[config.mk]
export PLATFORM = sky130hd
export DESIGN_NAME = sql_wire_packet_deframer_unit
export DESIGN_NICKNAME = d
export VERILOG_FILES = /design/src/hdl/swpd_pkg.sv /design/src/hdl/swpd_front.sv /design/src/hdl/swpd_queue.sv /design/src/hdl/swpd_back.sv /design/src/hdl/sql_wire_packet_deframer_unit.sv
export VERILOG_INCLUDE_DIRS = /design/src /design/src/hdl
export SDC_FILE = /design/constraint.sdc
export NUM_CORES = 1
export LEC_CHECK = 0
export BUFFER_PORTS_ARGS = -buffer_cell sky130_fd_sc_hd__buf_2
export CAP_MARGIN = 0
export CORE_ASPECT_RATIO = 0.9
export CORE_MARGIN = 1.5
export CORE_UTILIZATION = 64
export CTS_CLUSTER_DIAMETER = 80
export CTS_CLUSTER_SIZE = 10
export DETAILED_ROUTE_END_ITERATION = 16
export PLACE_DENSITY = 0.92
export SETUP_SLACK_MARGIN = 0.05
export SYNTH_ARGS = -nofsm -noshare
export SYNTH_HDL_FRONTEND = slang
export SYNTH_HIERARCHICAL = 1
export SYNTH_SLANG_ARGS = --single-unit
export TNS_END_PERCENT = 100
[constraint.sdc]
create_clock -name clk -period 8.5 [get_ports clk]
set_clock_uncertainty 0.05 [all_clocks]
set_input_delay 1.275 -clock clk [delete_from_list [all_inputs] [get_ports clk]]
set_output_delay 1.275 -clock clk [all_outputs]
set_load 0.005 [all_outputs]
[src/hdl/sql_wire_packet_deframer_unit_macros.svh]
// assertion macros for the packet deframer
// used by the queue and the back stage; expects clk and rst_n in scope
`ifndef SQL_WIRE_PACKET_DEFRAMER_UNIT_MACROS_SVH
`define SQL_WIRE_PACKET_DEFRAMER_UNIT_MACROS_SVH

`ifndef SYNTHESIS

// property checked while out of reset
`define SWPD_ASSERT(lbl, prop, msg) \
    lbl: assert property (@(posedge clk) disable iff (!rst_n) (prop)) else $error(msg);

// implication checked while out of reset
`define SWPD_ASSERT_IMP(lbl, cond, prop, msg) \
    lbl: assert property (@(posedge clk) disable iff (!rst_n) (cond) |-> (prop)) else $error(msg);

`else

`define SWPD_ASSERT(lbl, prop, msg)
`define SWPD_ASSERT_IMP(lbl, cond, prop, msg)

`endif

`endif

[src/hdl/swpd_pkg.sv]
// shared types and constants for the packet deframer
// no dependencies
`timescale 1ns / 1ps

package swpd_pkg;

    // header is three length bytes and one sequence byte
    localparam logic [2:0] HDR_BYTES = 3'd4;

    // saturation point of the group packet count
    localparam logic [15:0] CNT_MAX = 16'hFFFF;

    // register reset value
    localparam logic [7:0] QUERY_OPCODE_RST = 8'h03;

    // default depth of the queue between front and back
    localparam int QUEUE_DEPTH = 2;

    // result kinds
    localparam logic [1:0] KIND_HEADER  = 2'd0;
    localparam logic [1:0] KIND_PAYLOAD = 2'd1;
    localparam logic [1:0] KIND_EVENT   = 2'd2;

    // item class decided at the front
    typedef enum logic
    {
        ITEM_BYTE  = 1'b0,
        ITEM_EVENT = 1'b1
    } item_class_t;

    // classified word carried through the queue
    typedef struct packed
    {
        item_class_t cls;
        logic [7:0]  data;
    } swpd_item_t;

endpackage

[src/hdl/swpd_front.sv]
// front stage: accepts input words, classifies them, holds them in a register
// depends on swpd_pkg
`timescale 1ns / 1ps

module swpd_front
(
    input  logic                 clk,
    input  logic                 rst_n,
    input  logic                 in_valid,
    output logic                 in_ready,
    input  logic                 op,
    input  logic [7:0]           data_byte,
    output logic                 push_valid,
    input  logic                 push_ready,
    output swpd_pkg::swpd_item_t push_item
);
    import swpd_pkg::*;

    logic       stage_valid_reg;
    logic       stage_valid_next;
    swpd_item_t stage_item_reg;
    swpd_item_t stage_item_next;
    logic       in_take;

    // the stage frees whenever its word moves on
    assign in_ready = !stage_valid_reg || push_ready;
    assign in_take  = in_valid && in_ready;

    // classify the incoming word
    always_comb
    begin
        stage_item_next = stage_item_reg;
        if (in_take)
        begin
            if (op)
            begin
                stage_item_next.cls  = ITEM_EVENT;
                stage_item_next.data = 8'd0;
            end
            else
            begin
                stage_item_next.cls  = ITEM_BYTE;
                stage_item_next.data = data_byte;
            end
        end
        stage_valid_next = in_take || (stage_valid_reg && !push_ready);
    end

    // stage valid
    always_ff @(posedge clk or negedge rst_n)
    begin
        if (!rst_n)
        begin
            stage_valid_reg <= 1'b0;
        end
        else
        begin
            stage_valid_reg <= stage_valid_next;
        end
    end

    // stage payload
    always_ff @(posedge clk)
    begin
        stage_item_reg <= stage_item_next;
    end

    assign push_valid = stage_valid_reg;
    assign push_item  = stage_item_reg;

endmodule

[src/hdl/swpd_queue.sv]
// short queue of classified words between front and back
// depends on swpd_pkg and the assertion macro header
`timescale 1ns / 1ps
`include "sql_wire_packet_deframer_unit_macros.svh"

module swpd_queue
#(
    parameter int Depth = swpd_pkg::QUEUE_DEPTH
)
(
    input  logic                 clk,
    input  logic                 rst_n,
    input  logic                 push_valid,
    output logic                 push_ready,
    input  swpd_pkg::swpd_item_t push_item,
    output logic                 pop_valid,
    input  logic                 pop_ready,
    output swpd_pkg::swpd_item_t pop_item
);
    import swpd_pkg::*;

    localparam int PtrW = (Depth > 1) ? $clog2(Depth) : 1;
    localparam int CntW = $clog2(Depth + 1);
    localparam logic [PtrW-1:0] PtrLast = PtrW'(Depth - 1);
    localparam logic [CntW-1:0] CntFull = CntW'(Depth);

    swpd_item_t      entry_reg [Depth];
    logic [PtrW-1:0] wr_ptr_reg;
    logic [PtrW-1:0] wr_ptr_next;
    logic [PtrW-1:0] rd_ptr_reg;
    logic [PtrW-1:0] rd_ptr_next;
    logic [CntW-1:0] count_reg;
    logic [CntW-1:0] count_next;
    logic            push;
    logic            pop;

    assign push_ready = (count_reg != CntFull);
    assign pop_valid  = (count_reg != '0);
    assign push       = push_valid && push_ready;
    assign pop        = pop_valid && pop_ready;
    assign pop_item   = entry_reg[rd_ptr_reg];

    // pointer and fill count update
    always_comb
    begin
        wr_ptr_next = wr_ptr_reg;
        rd_ptr_next = rd_ptr_reg;
        count_next  = count_reg;
        if (push)
        begin
            wr_ptr_next = (wr_ptr_reg == PtrLast) ? '0 : wr_ptr_reg + 1'b1;
        end
        if (pop)
        begin
            rd_ptr_next = (rd_ptr_reg == PtrLast) ? '0 : rd_ptr_reg + 1'b1;
        end
        if (push && !pop)
        begin
            count_next = count_reg + 1'b1;
        end
        else if (pop && !push)
        begin
            count_next = count_reg - 1'b1;
        end
    end

    // control registers
    always_ff @(posedge clk or negedge rst_n)
    begin
        if (!rst_n)
        begin
            wr_ptr_reg <= '0;
            rd_ptr_reg <= '0;
            count_reg  <= '0;
        end
        else
        begin
            wr_ptr_reg <= wr_ptr_next;
            rd_ptr_reg <= rd_ptr_next;
            count_reg  <= count_next;
        end
    end

    // entry storage
    always_ff @(posedge clk)
    begin
        if (push)
        begin
            entry_reg[wr_ptr_reg] <= push_item;
        end
    end

    // fill count stays within depth
    `SWPD_ASSERT(a_count_bound, count_reg <= CntFull, "queue count beyond depth")
    // pointers agree with the count when empty
    `SWPD_ASSERT_IMP(a_empty_ptrs, count_reg == '0, rd_ptr_reg == wr_ptr_reg,
        "queue pointers differ while empty")
    // a pop without a push lowers the count by one
    `SWPD_ASSERT_IMP(a_pop_count, pop && !push, ##1 count_reg == $past(count_reg) - 1'b1,
        "queue count not lowered on pop")

endmodule

[src/hdl/swpd_back.sv]
// back stage: packet framing and grouping state, output register; one word per
// cycle unless the output stalls; depends on swpd_pkg and the assertion macro header
`timescale 1ns / 1ps
`include "sql_wire_packet_deframer_unit_macros.svh"

module swpd_back
(
    input  logic                 clk,
    input  logic                 rst_n,
    input  logic                 cfg_write_en,
    input  logic [7:0]           cfg_write_data,
    input  logic                 pop_valid,
    output logic                 pop_ready,
    input  swpd_pkg::swpd_item_t pop_item,
    output logic                 out_valid,
    input  logic                 out_ready,
    output logic [1:0]           kind,
    output logic [7:0]           out_byte,
    output logic [23:0]          packet_length,
    output logic [7:0]           sequence_id,
    output logic [23:0]          payload_index,
    output logic                 packet_end,
    output logic                 command_text,
    output logic                 group_closed,
    output logic [15:0]          closed_packets,
    output logic                 closed_was_query
);
    import swpd_pkg::*;

    logic [7:0]  query_opcode_reg;

    // framing and grouping state
    logic [2:0]  header_count_reg;
    logic [2:0]  header_count_next;
    logic [23:0] length_accum_reg;
    logic [23:0] length_accum_next;
    logic [7:0]  current_sequence_reg;
    logic [7:0]  current_sequence_next;
    logic [23:0] payload_seen_reg;
    logic [23:0] payload_seen_next;
    logic [7:0]  previous_sequence_reg;
    logic [7:0]  previous_sequence_next;
    logic [15:0] group_packets_reg;
    logic [15:0] group_packets_next;
    logic        group_is_query_reg;
    logic        group_is_query_next;
    logic        current_is_query_reg;
    logic        current_is_query_next;
    logic        complete_reg;
    logic        complete_next;

    // output register
    logic        out_valid_reg;
    logic        out_valid_next;
    logic [1:0]  kind_reg;
    logic [1:0]  kind_next;
    logic [7:0]  out_byte_reg;
    logic [7:0]  out_byte_next;
    logic [23:0] packet_length_reg;
    logic [23:0] packet_length_next;
    logic [7:0]  sequence_id_reg;
    logic [7:0]  sequence_id_next;
    logic [23:0] payload_index_reg;
    logic [23:0] payload_index_next;
    logic        packet_end_reg;
    logic        packet_end_next;
    logic        command_text_reg;
    logic        command_text_next;
    logic        group_closed_reg;
    logic        group_closed_next;
    logic [15:0] closed_packets_reg;
    logic [15:0] closed_packets_next;
    logic        closed_was_query_reg;
    logic        closed_was_query_next;

    logic        pop;
    logic        opcode_match;

    assign pop_ready    = !out_valid_reg || out_ready;
    assign pop          = pop_valid && pop_ready;
    assign opcode_match = (pop_item.data == query_opcode_reg);

    // one word of framing work
    always_comb
    begin
        header_count_next      = header_count_reg;
        length_accum_next      = length_accum_reg;
        current_sequence_next  = current_sequence_reg;
        payload_seen_next      = payload_seen_reg;
        previous_sequence_next = previous_sequence_reg;
        group_packets_next     = group_packets_reg;
        group_is_query_next    = group_is_query_reg;
        current_is_query_next  = current_is_query_reg;
        complete_next          = complete_reg;

        kind_next             = KIND_EVENT;
        out_byte_next         = 8'd0;
        packet_length_next    = 24'd0;
        sequence_id_next      = 8'd0;
        payload_index_next    = 24'd0;
        packet_end_next       = 1'b0;
        command_text_next     = 1'b0;
        group_closed_next     = 1'b0;
        closed_packets_next   = 16'd0;
        closed_was_query_next = 1'b0;

        if (pop_item.cls == ITEM_EVENT)
        begin
            // server event closes what is finished
            if (group_packets_reg != 16'd0)
            begin
                if (!complete_reg)
                begin
                    if (group_packets_reg != 16'd1)
                    begin
                        group_closed_next     = 1'b1;
                        closed_packets_next   = group_packets_reg - 16'd1;
                        closed_was_query_next = group_is_query_reg;
                    end
                    group_packets_next  = 16'd1;
                    group_is_query_next = current_is_query_reg;
                end
                else
                begin
                    group_closed_next     = 1'b1;
                    closed_packets_next   = group_packets_reg;
                    closed_was_query_next = group_is_query_reg;
                    group_packets_next    = 16'd0;
                    group_is_query_next   = 1'b0;
                end
            end
        end
        else
        begin
            out_byte_next = pop_item.data;

            // start of a new packet
            if (group_packets_reg == 16'd0 || complete_reg)
            begin
                if (group_packets_reg != 16'd0)
                begin
                    previous_sequence_next = current_sequence_reg;
                end
                if (group_packets_reg != CNT_MAX)
                begin
                    group_packets_next = group_packets_reg + 16'd1;
                end
                header_count_next     = 3'd0;
                length_accum_next     = 24'd0;
                payload_seen_next     = 24'd0;
                current_is_query_next = 1'b0;
                complete_next         = 1'b0;
            end

            if (header_count_next != HDR_BYTES)
            begin
                // header byte
                kind_next = KIND_HEADER;
                case (header_count_next[1:0])
                    2'd0:
                    begin
                        length_accum_next[7:0] = pop_item.data;
                        header_count_next      = 3'd1;
                    end
                    2'd1:
                    begin
                        length_accum_next[15:8] = pop_item.data;
                        header_count_next       = 3'd2;
                    end
                    2'd2:
                    begin
                        length_accum_next[23:16] = pop_item.data;
                        header_count_next        = 3'd3;
                    end
                    default:
                    begin
                        current_sequence_next = pop_item.data;
                        header_count_next     = HDR_BYTES;
                        packet_length_next    = length_accum_next;
                        sequence_id_next      = pop_item.data;
                        packet_end_next       = (length_accum_next == 24'd0);
                        complete_next         = (length_accum_next == 24'd0);
                        // chain check against the previous packet
                        if (group_packets_next > 16'd1 &&
                            pop_item.data != previous_sequence_next + 8'd1)
                        begin
                            group_closed_next     = 1'b1;
                            closed_packets_next   = group_packets_next - 16'd1;
                            closed_was_query_next = group_is_query_next;
                            group_packets_next    = 16'd1;
                            group_is_query_next   = 1'b0;
                        end
                    end
                endcase
            end
            else
            begin
                // payload byte
                kind_next          = KIND_PAYLOAD;
                packet_length_next = length_accum_reg;
                sequence_id_next   = current_sequence_reg;
                payload_index_next = payload_seen_reg;
                if (payload_seen_reg == 24'd0)
                begin
                    current_is_query_next = opcode_match;
                    if (group_packets_reg == 16'd1)
                    begin
                        group_is_query_next = opcode_match;
                    end
                end
                else if (group_is_query_reg)
                begin
                    command_text_next = 1'b1;
                end
                payload_seen_next = payload_seen_reg + 24'd1;
                packet_end_next   = (payload_seen_next == length_accum_reg);
                complete_next     = (payload_seen_next == length_accum_reg);
            end
        end

        out_valid_next = pop || (out_valid_reg && !out_ready);
    end

    // configuration register
    always_ff @(posedge clk or negedge rst_n)
    begin
        if (!rst_n)
        begin
            query_opcode_reg <= QUERY_OPCODE_RST;
        end
        else if (cfg_write_en)
        begin
            query_opcode_reg <= cfg_write_data;
        end
    end

    // framing state and output valid
    always_ff @(posedge clk or negedge rst_n)
    begin
        if (!rst_n)
        begin
            header_count_reg      <= 3'd0;
            length_accum_reg      <= 24'd0;
            current_sequence_reg  <= 8'd0;
            payload_seen_reg      <= 24'd0;
            previous_sequence_reg <= 8'd0;
            group_packets_reg     <= 16'd0;
            group_is_query_reg    <= 1'b0;
            current_is_query_reg  <= 1'b0;
            complete_reg          <= 1'b0;
            out_valid_reg         <= 1'b0;
        end
        else
        begin
            if (pop)
            begin
                header_count_reg      <= header_count_next;
                length_accum_reg      <= length_accum_next;
                current_sequence_reg  <= current_sequence_next;
                payload_seen_reg      <= payload_seen_next;
                previous_sequence_reg <= previous_sequence_next;
                group_packets_reg     <= group_packets_next;
                group_is_query_reg    <= group_is_query_next;
                current_is_query_reg  <= current_is_query_next;
                complete_reg          <= complete_next;
            end
            out_valid_reg <= out_valid_next;
        end
    end

    // result payload
    always_ff @(posedge clk)
    begin
        if (pop)
        begin
            kind_reg             <= kind_next;
            out_byte_reg         <= out_byte_next;
            packet_length_reg    <= packet_length_next;
            sequence_id_reg      <= sequence_id_next;
            payload_index_reg    <= payload_index_next;
            packet_end_reg       <= packet_end_next;
            command_text_reg     <= command_text_next;
            group_closed_reg     <= group_closed_next;
            closed_packets_reg   <= closed_packets_next;
            closed_was_query_reg <= closed_was_query_next;
        end
    end

    assign out_valid        = out_valid_reg;
    assign kind             = kind_reg;
    assign out_byte         = out_byte_reg;
    assign packet_length    = packet_length_reg;
    assign sequence_id      = sequence_id_reg;
    assign payload_index    = payload_index_reg;
    assign packet_end       = packet_end_reg;
    assign command_text     = command_text_reg;
    assign group_closed     = group_closed_reg;
    assign closed_packets   = closed_packets_reg;
    assign closed_was_query = closed_was_query_reg;

    // a finished packet always has its full header
    `SWPD_ASSERT_IMP(a_complete_hdr, complete_reg, header_count_reg == HDR_BYTES,
        "packet marked complete before its header")
    // no closed count without a closed group
    `SWPD_ASSERT_IMP(a_close_count, out_valid_reg && !group_closed_reg,
        closed_packets_reg == 16'd0 && !closed_was_query_reg,
        "closed group fields set with no group closing")
    // command text only on payload words past the opcode
    `SWPD_ASSERT_IMP(a_cmd_text, out_valid_reg && command_text_reg,
        kind_reg == KIND_PAYLOAD && payload_index_reg != 24'd0,
        "command text flagged outside payload")

endmodule

[src/hdl/sql_wire_packet_deframer_unit.sv]
// top level of the packet deframer: front stage, word queue, back stage
// depends on swpd_pkg, swpd_front, swpd_queue and swpd_back
`timescale 1ns / 1ps

// Takes one word per clock when not stalled: a client stream byte or a server
// event. Each word gives exactly one result word, tagged as header byte, payload
// byte or event, with its packet length, sequence byte, payload index and end
// of packet, plus the group close report. Sustained rate is one word per cycle
// while the output is not stalled, set by the back stage state update; a word
// passes the front register, a queue entry and the output register in order
// before its result is valid.
// The queue of QueueDepth words lets the front keep accepting while the result
// register waits. The query opcode register may be written only while idle.
module sql_wire_packet_deframer_unit
#(
    parameter int QueueDepth = swpd_pkg::QUEUE_DEPTH
)
(
    input  logic        clk,
    input  logic        rst_n,
    input  logic        cfg_write_en,
    input  logic [7:0]  cfg_write_data,
    input  logic        in_valid,
    output logic        in_ready,
    input  logic        op,
    input  logic [7:0]  data_byte,
    output logic        out_valid,
    input  logic        out_ready,
    output logic [1:0]  kind,
    output logic [7:0]  out_byte,
    output logic [23:0] packet_length,
    output logic [7:0]  sequence_id,
    output logic [23:0] payload_index,
    output logic        packet_end,
    output logic        command_text,
    output logic        group_closed,
    output logic [15:0] closed_packets,
    output logic        closed_was_query
);
    import swpd_pkg::*;

    logic       push_valid;
    logic       push_ready;
    swpd_item_t push_item;
    logic       pop_valid;
    logic       pop_ready;
    swpd_item_t pop_item;

    // accept and classify
    swpd_front u_front
    (
        .clk        (clk),
        .rst_n      (rst_n),
        .in_valid   (in_valid),
        .in_ready   (in_ready),
        .op         (op),
        .data_byte  (data_byte),
        .push_valid (push_valid),
        .push_ready (push_ready),
        .push_item  (push_item)
    );

    // decoupling queue
    swpd_queue
    #(
        .Depth (QueueDepth)
    )
    u_queue
    (
        .clk        (clk),
        .rst_n      (rst_n),
        .push_valid (push_valid),
        .push_ready (push_ready),
        .push_item  (push_item),
        .pop_valid  (pop_valid),
        .pop_ready  (pop_ready),
        .pop_item   (pop_item)
    );

    // framing and grouping
    swpd_back u_back
    (
        .clk              (clk),
        .rst_n            (rst_n),
        .cfg_write_en     (cfg_write_en),
        .cfg_write_data   (cfg_write_data),
        .pop_valid        (pop_valid),
        .pop_ready        (pop_ready),
        .pop_item         (pop_item),
        .out_valid        (out_valid),
        .out_ready        (out_ready),
        .kind             (kind),
        .out_byte         (out_byte),
        .packet_length    (packet_length),
        .sequence_id      (sequence_id),
        .payload_index    (payload_index),
        .packet_end       (packet_end),
        .command_text     (command_text),
        .group_closed     (group_closed),
        .closed_packets   (closed_packets),
        .closed_was_query (closed_was_query)
    );

endmodule
==> results.tsv <==
metric	value	unit
status	completed	
ANT cells	0	
Post-Syn Nets	1093	
sequential share of the synthesized area	0.5201	
drt initial violations	1053	
TritonCTS Sinks	213	
total CTS buffers	25	
post-route setup slack	3305	ps
RSZ-0062 raised after global routing	no	
flops & latches, synth	213	
Post-Syn Instances	1058	
Multi-input gate area	5059	sq um
Synth async-reset ratio	0.4695	
critical path type	reg2reg	
synth-to-layout area growth	11.39	%
Tmin final	5195	ps
Hold Path Class	reg2reg	
Setup TNS Final	0	ps
Post-Route WL	27670	microns
Yosys top cell area share	0.2992	
first-pass GRT wire length	43460	microns
main area contributors after synthesis	edfxtp_1, dfrtp_1, xnor2_1	
placed insts	1334	
clk buf depth	3	
GR Util All Layers	0.3015	
antenna violations before repair	0	
io pins	110	
die width	143.3	microns
total number of yosys warnings	6	
hold buffers post-CTS	0	
layout cell share with drive strength beyond 1	0.1825	
EDFF count, synth	113	
HPWL after DPL	18510	microns
Clk pin slew, worst setup/hold paths	60	ps
clock power share	0.243	
setup violators final	0	
Distinct cells, synth	82	
critical path fanouts, max	12	
Util after Layout	0.7379	
Cell Rows	45	
fillers	1217	
cell with the most instances after synthesis	edfxtp_1	
Max transition margin	0.1136	
Pwr Density	313.6	nW/um^2
WL per Instance	20.05	microns
vias per inst	6.486	
vias in the first global route	8207	
pin count of the biggest net entering global routing	88	
gr ovfl total	0	
Initial Util	0.6625	
Fin. Hold Viols	0	
post-route ant nets	0	
Flop pwr share	0.434	
max_cap viols	0	
Final Instance Count excl. Fillers	1380	
Critical Path AT	5550	ps
post-CTS setup buffers	0	
CP startpoint kind	register	
htree depth	1	
critical path required time	8850	ps
DRC	0	
CTS tree	built	
actual slew at the worst max-slew pin	1322	ps
Final Slew Violations	0	
leak pwr	5.235	nW
DR pass1 iterations	5	
layout net count	1161	
Skew-Pair Late Insertion Delay	530	ps
GP Congestion	0.9860	
Buffers on Ports	109	
fin crit share	0.6112	
Die Height	129.3	microns
Internal Power	2.534	mW
top_reg_cell synth	edfxtp_1	
die footprint	18530	sq um
syn_area_per_cell	10.72	sq um
CORE AREA	17120	sq um
Register Area	5898	sq um
dominant cell type by area after synthesis	edfxtp_1	
Comb power frac	0.323	
crit end category	register	
root buf cell	clkbuf_16	
Post-synth top cells	edfxtp_1, dfrtp_1, nand2_1, nor2_1, o21ai_0	
Via Count	8950	
pre-CTS setup slack	3469	ps
Net Switching	1.427	mW
CTS resizes	0	
Cell Area, Synth	11340	sq um
sw frac	0.3602	
fmax	192.5	MHz
Worst VDD drop	0.2577	mV
==> critical path: stages (launching register included) <==
cell	delay, ps
dfrtp_1	500
inv_1	180
ha_1	250
nor4b_1	350
nand4_1	470
a21boi_1	840
xnor2_1	310
inv_1	90
ha_1	250
nor2_1	110
nor2_1	50
o31a_1	120
o21ai_1	220
nor4_4	80
a211oi_2	660
nor2_2	180
a221o_1	350
==> final cells by class <==
| class | instances | area share |
|---|---|---|
| Clock buffer | 44 | 0.05518 |
| Clock inverter | 2 | 0.002278 |
| Inverter | 18 | 0.005448 |
| Multi-Input combinational cell | 754 | 0.4005 |
| Sequential cell | 213 | 0.4670 |
| Tap cell | 235 | 0.02328 |
| Timing Repair Buffer | 114 | 0.04636 |
==> cells in the final DEF, fill, tap and decap left out, types with 6 or more instances in the layout <==
master / count
a21oi_1: 25
a22o_1: 35
and2_1: 48
and3_1: 24
buf_2: 108
buf_4: 6
clkbuf_1: 19
clkbuf_16: 25
dfrtp_1: 98
edfxtp_1: 113
ha_1: 13
inv_1: 17
mux2_2: 31
mux2i_1: 8
nand2_1: 78
nand2b_1: 6
nand3_1: 44
nand4_1: 16
nor2_1: 72
nor2b_1: 23
nor3_1: 16
nor4_1: 18
o211ai_1: 8
o21ai_0: 54
o21ai_1: 20
o22ai_1: 10
o31ai_1: 11
or3_1: 6
xnor2_1: 46
xor2_1: 42
==> stage by stage <==
step / hold WS, ps / total power, mW / area, sq um
after CTS: 392.1 / 3.950 / 12630
after global routing: 400.7 / 4.151 / 12630
final: 389.6 / 3.961 / 12630
after global placement: 372.9 / 2.929 / 11910
after floorplan: 371.5 / 2.515 / 11340
after detailed placement: 380.4 / 2.979 / 11910
==> layer usage <==
layer,wire [microns],GRT usage
met1,11520,0.4363
met2,12670,0.4714
met3,2801,0.05100
met4,682,0.09484
met5,0,0
==> logic make-up after synthesis <==
kind of cell | synth area share
adders and majority gates | 0.01434
xor gates and xnor gates | 0.07150
AOI/OAI and AO/OA | 0.1301
buffers and inverters | 0.03476
and+or+nand+nor | 0.1891
muxes | 0.04005
DFF | 0.5201
==> path summary, 6_finish.rpt <==
kind / start / to / slack (ps) / cells past startpoint
max in group asynchronous: rst_n / u_back/current_sequence_reg[0]$_DFFE_PN0P_ / 6500 / 2
min in group asynchronous: rst_n / u_back/length_accum_reg[1]$_DFFE_PN0P_ / 540 / 1
worst min register to register: u_front/push_item[2]$_SDFFCE_PP0P_ / u_queue/entry_reg[1][2]$_DFFE_PP_ / 390 / 0
worst max register to register: u_back/group_packets_reg[0]$_DFFE_PN0P_ / u_back/group_packets_reg[9]$_DFFE_PN0P_ / 3300 / 16
worst max-delay path: u_back/group_packets_reg[0]$_DFFE_PN0P_ / u_back/group_packets_reg[9]$_DFFE_PN0P_ / 3300 / 16
worst min-delay path: u_front/push_item[2]$_SDFFCE_PP0P_ / u_queue/entry_reg[1][2]$_DFFE_PP_ / 390 / 0
==> power by group through the flow <==
stage | clock [mW] | sequential [mW] | combinational (mW)
6_report | 0.962 | 1.72 | 1.28
5_1_grt | 1.01 | 1.75 | 1.39
4_1_cts | 0.972 | 1.71 | 1.27
3_5_place_dp | 0 | 1.73 | 1.25
3_3_place_gp | 0 | 1.71 | 1.22
2_1_floorplan | 0 | 1.66 | 0.858
Note: power is estimated with default switching activity, not from simulation.
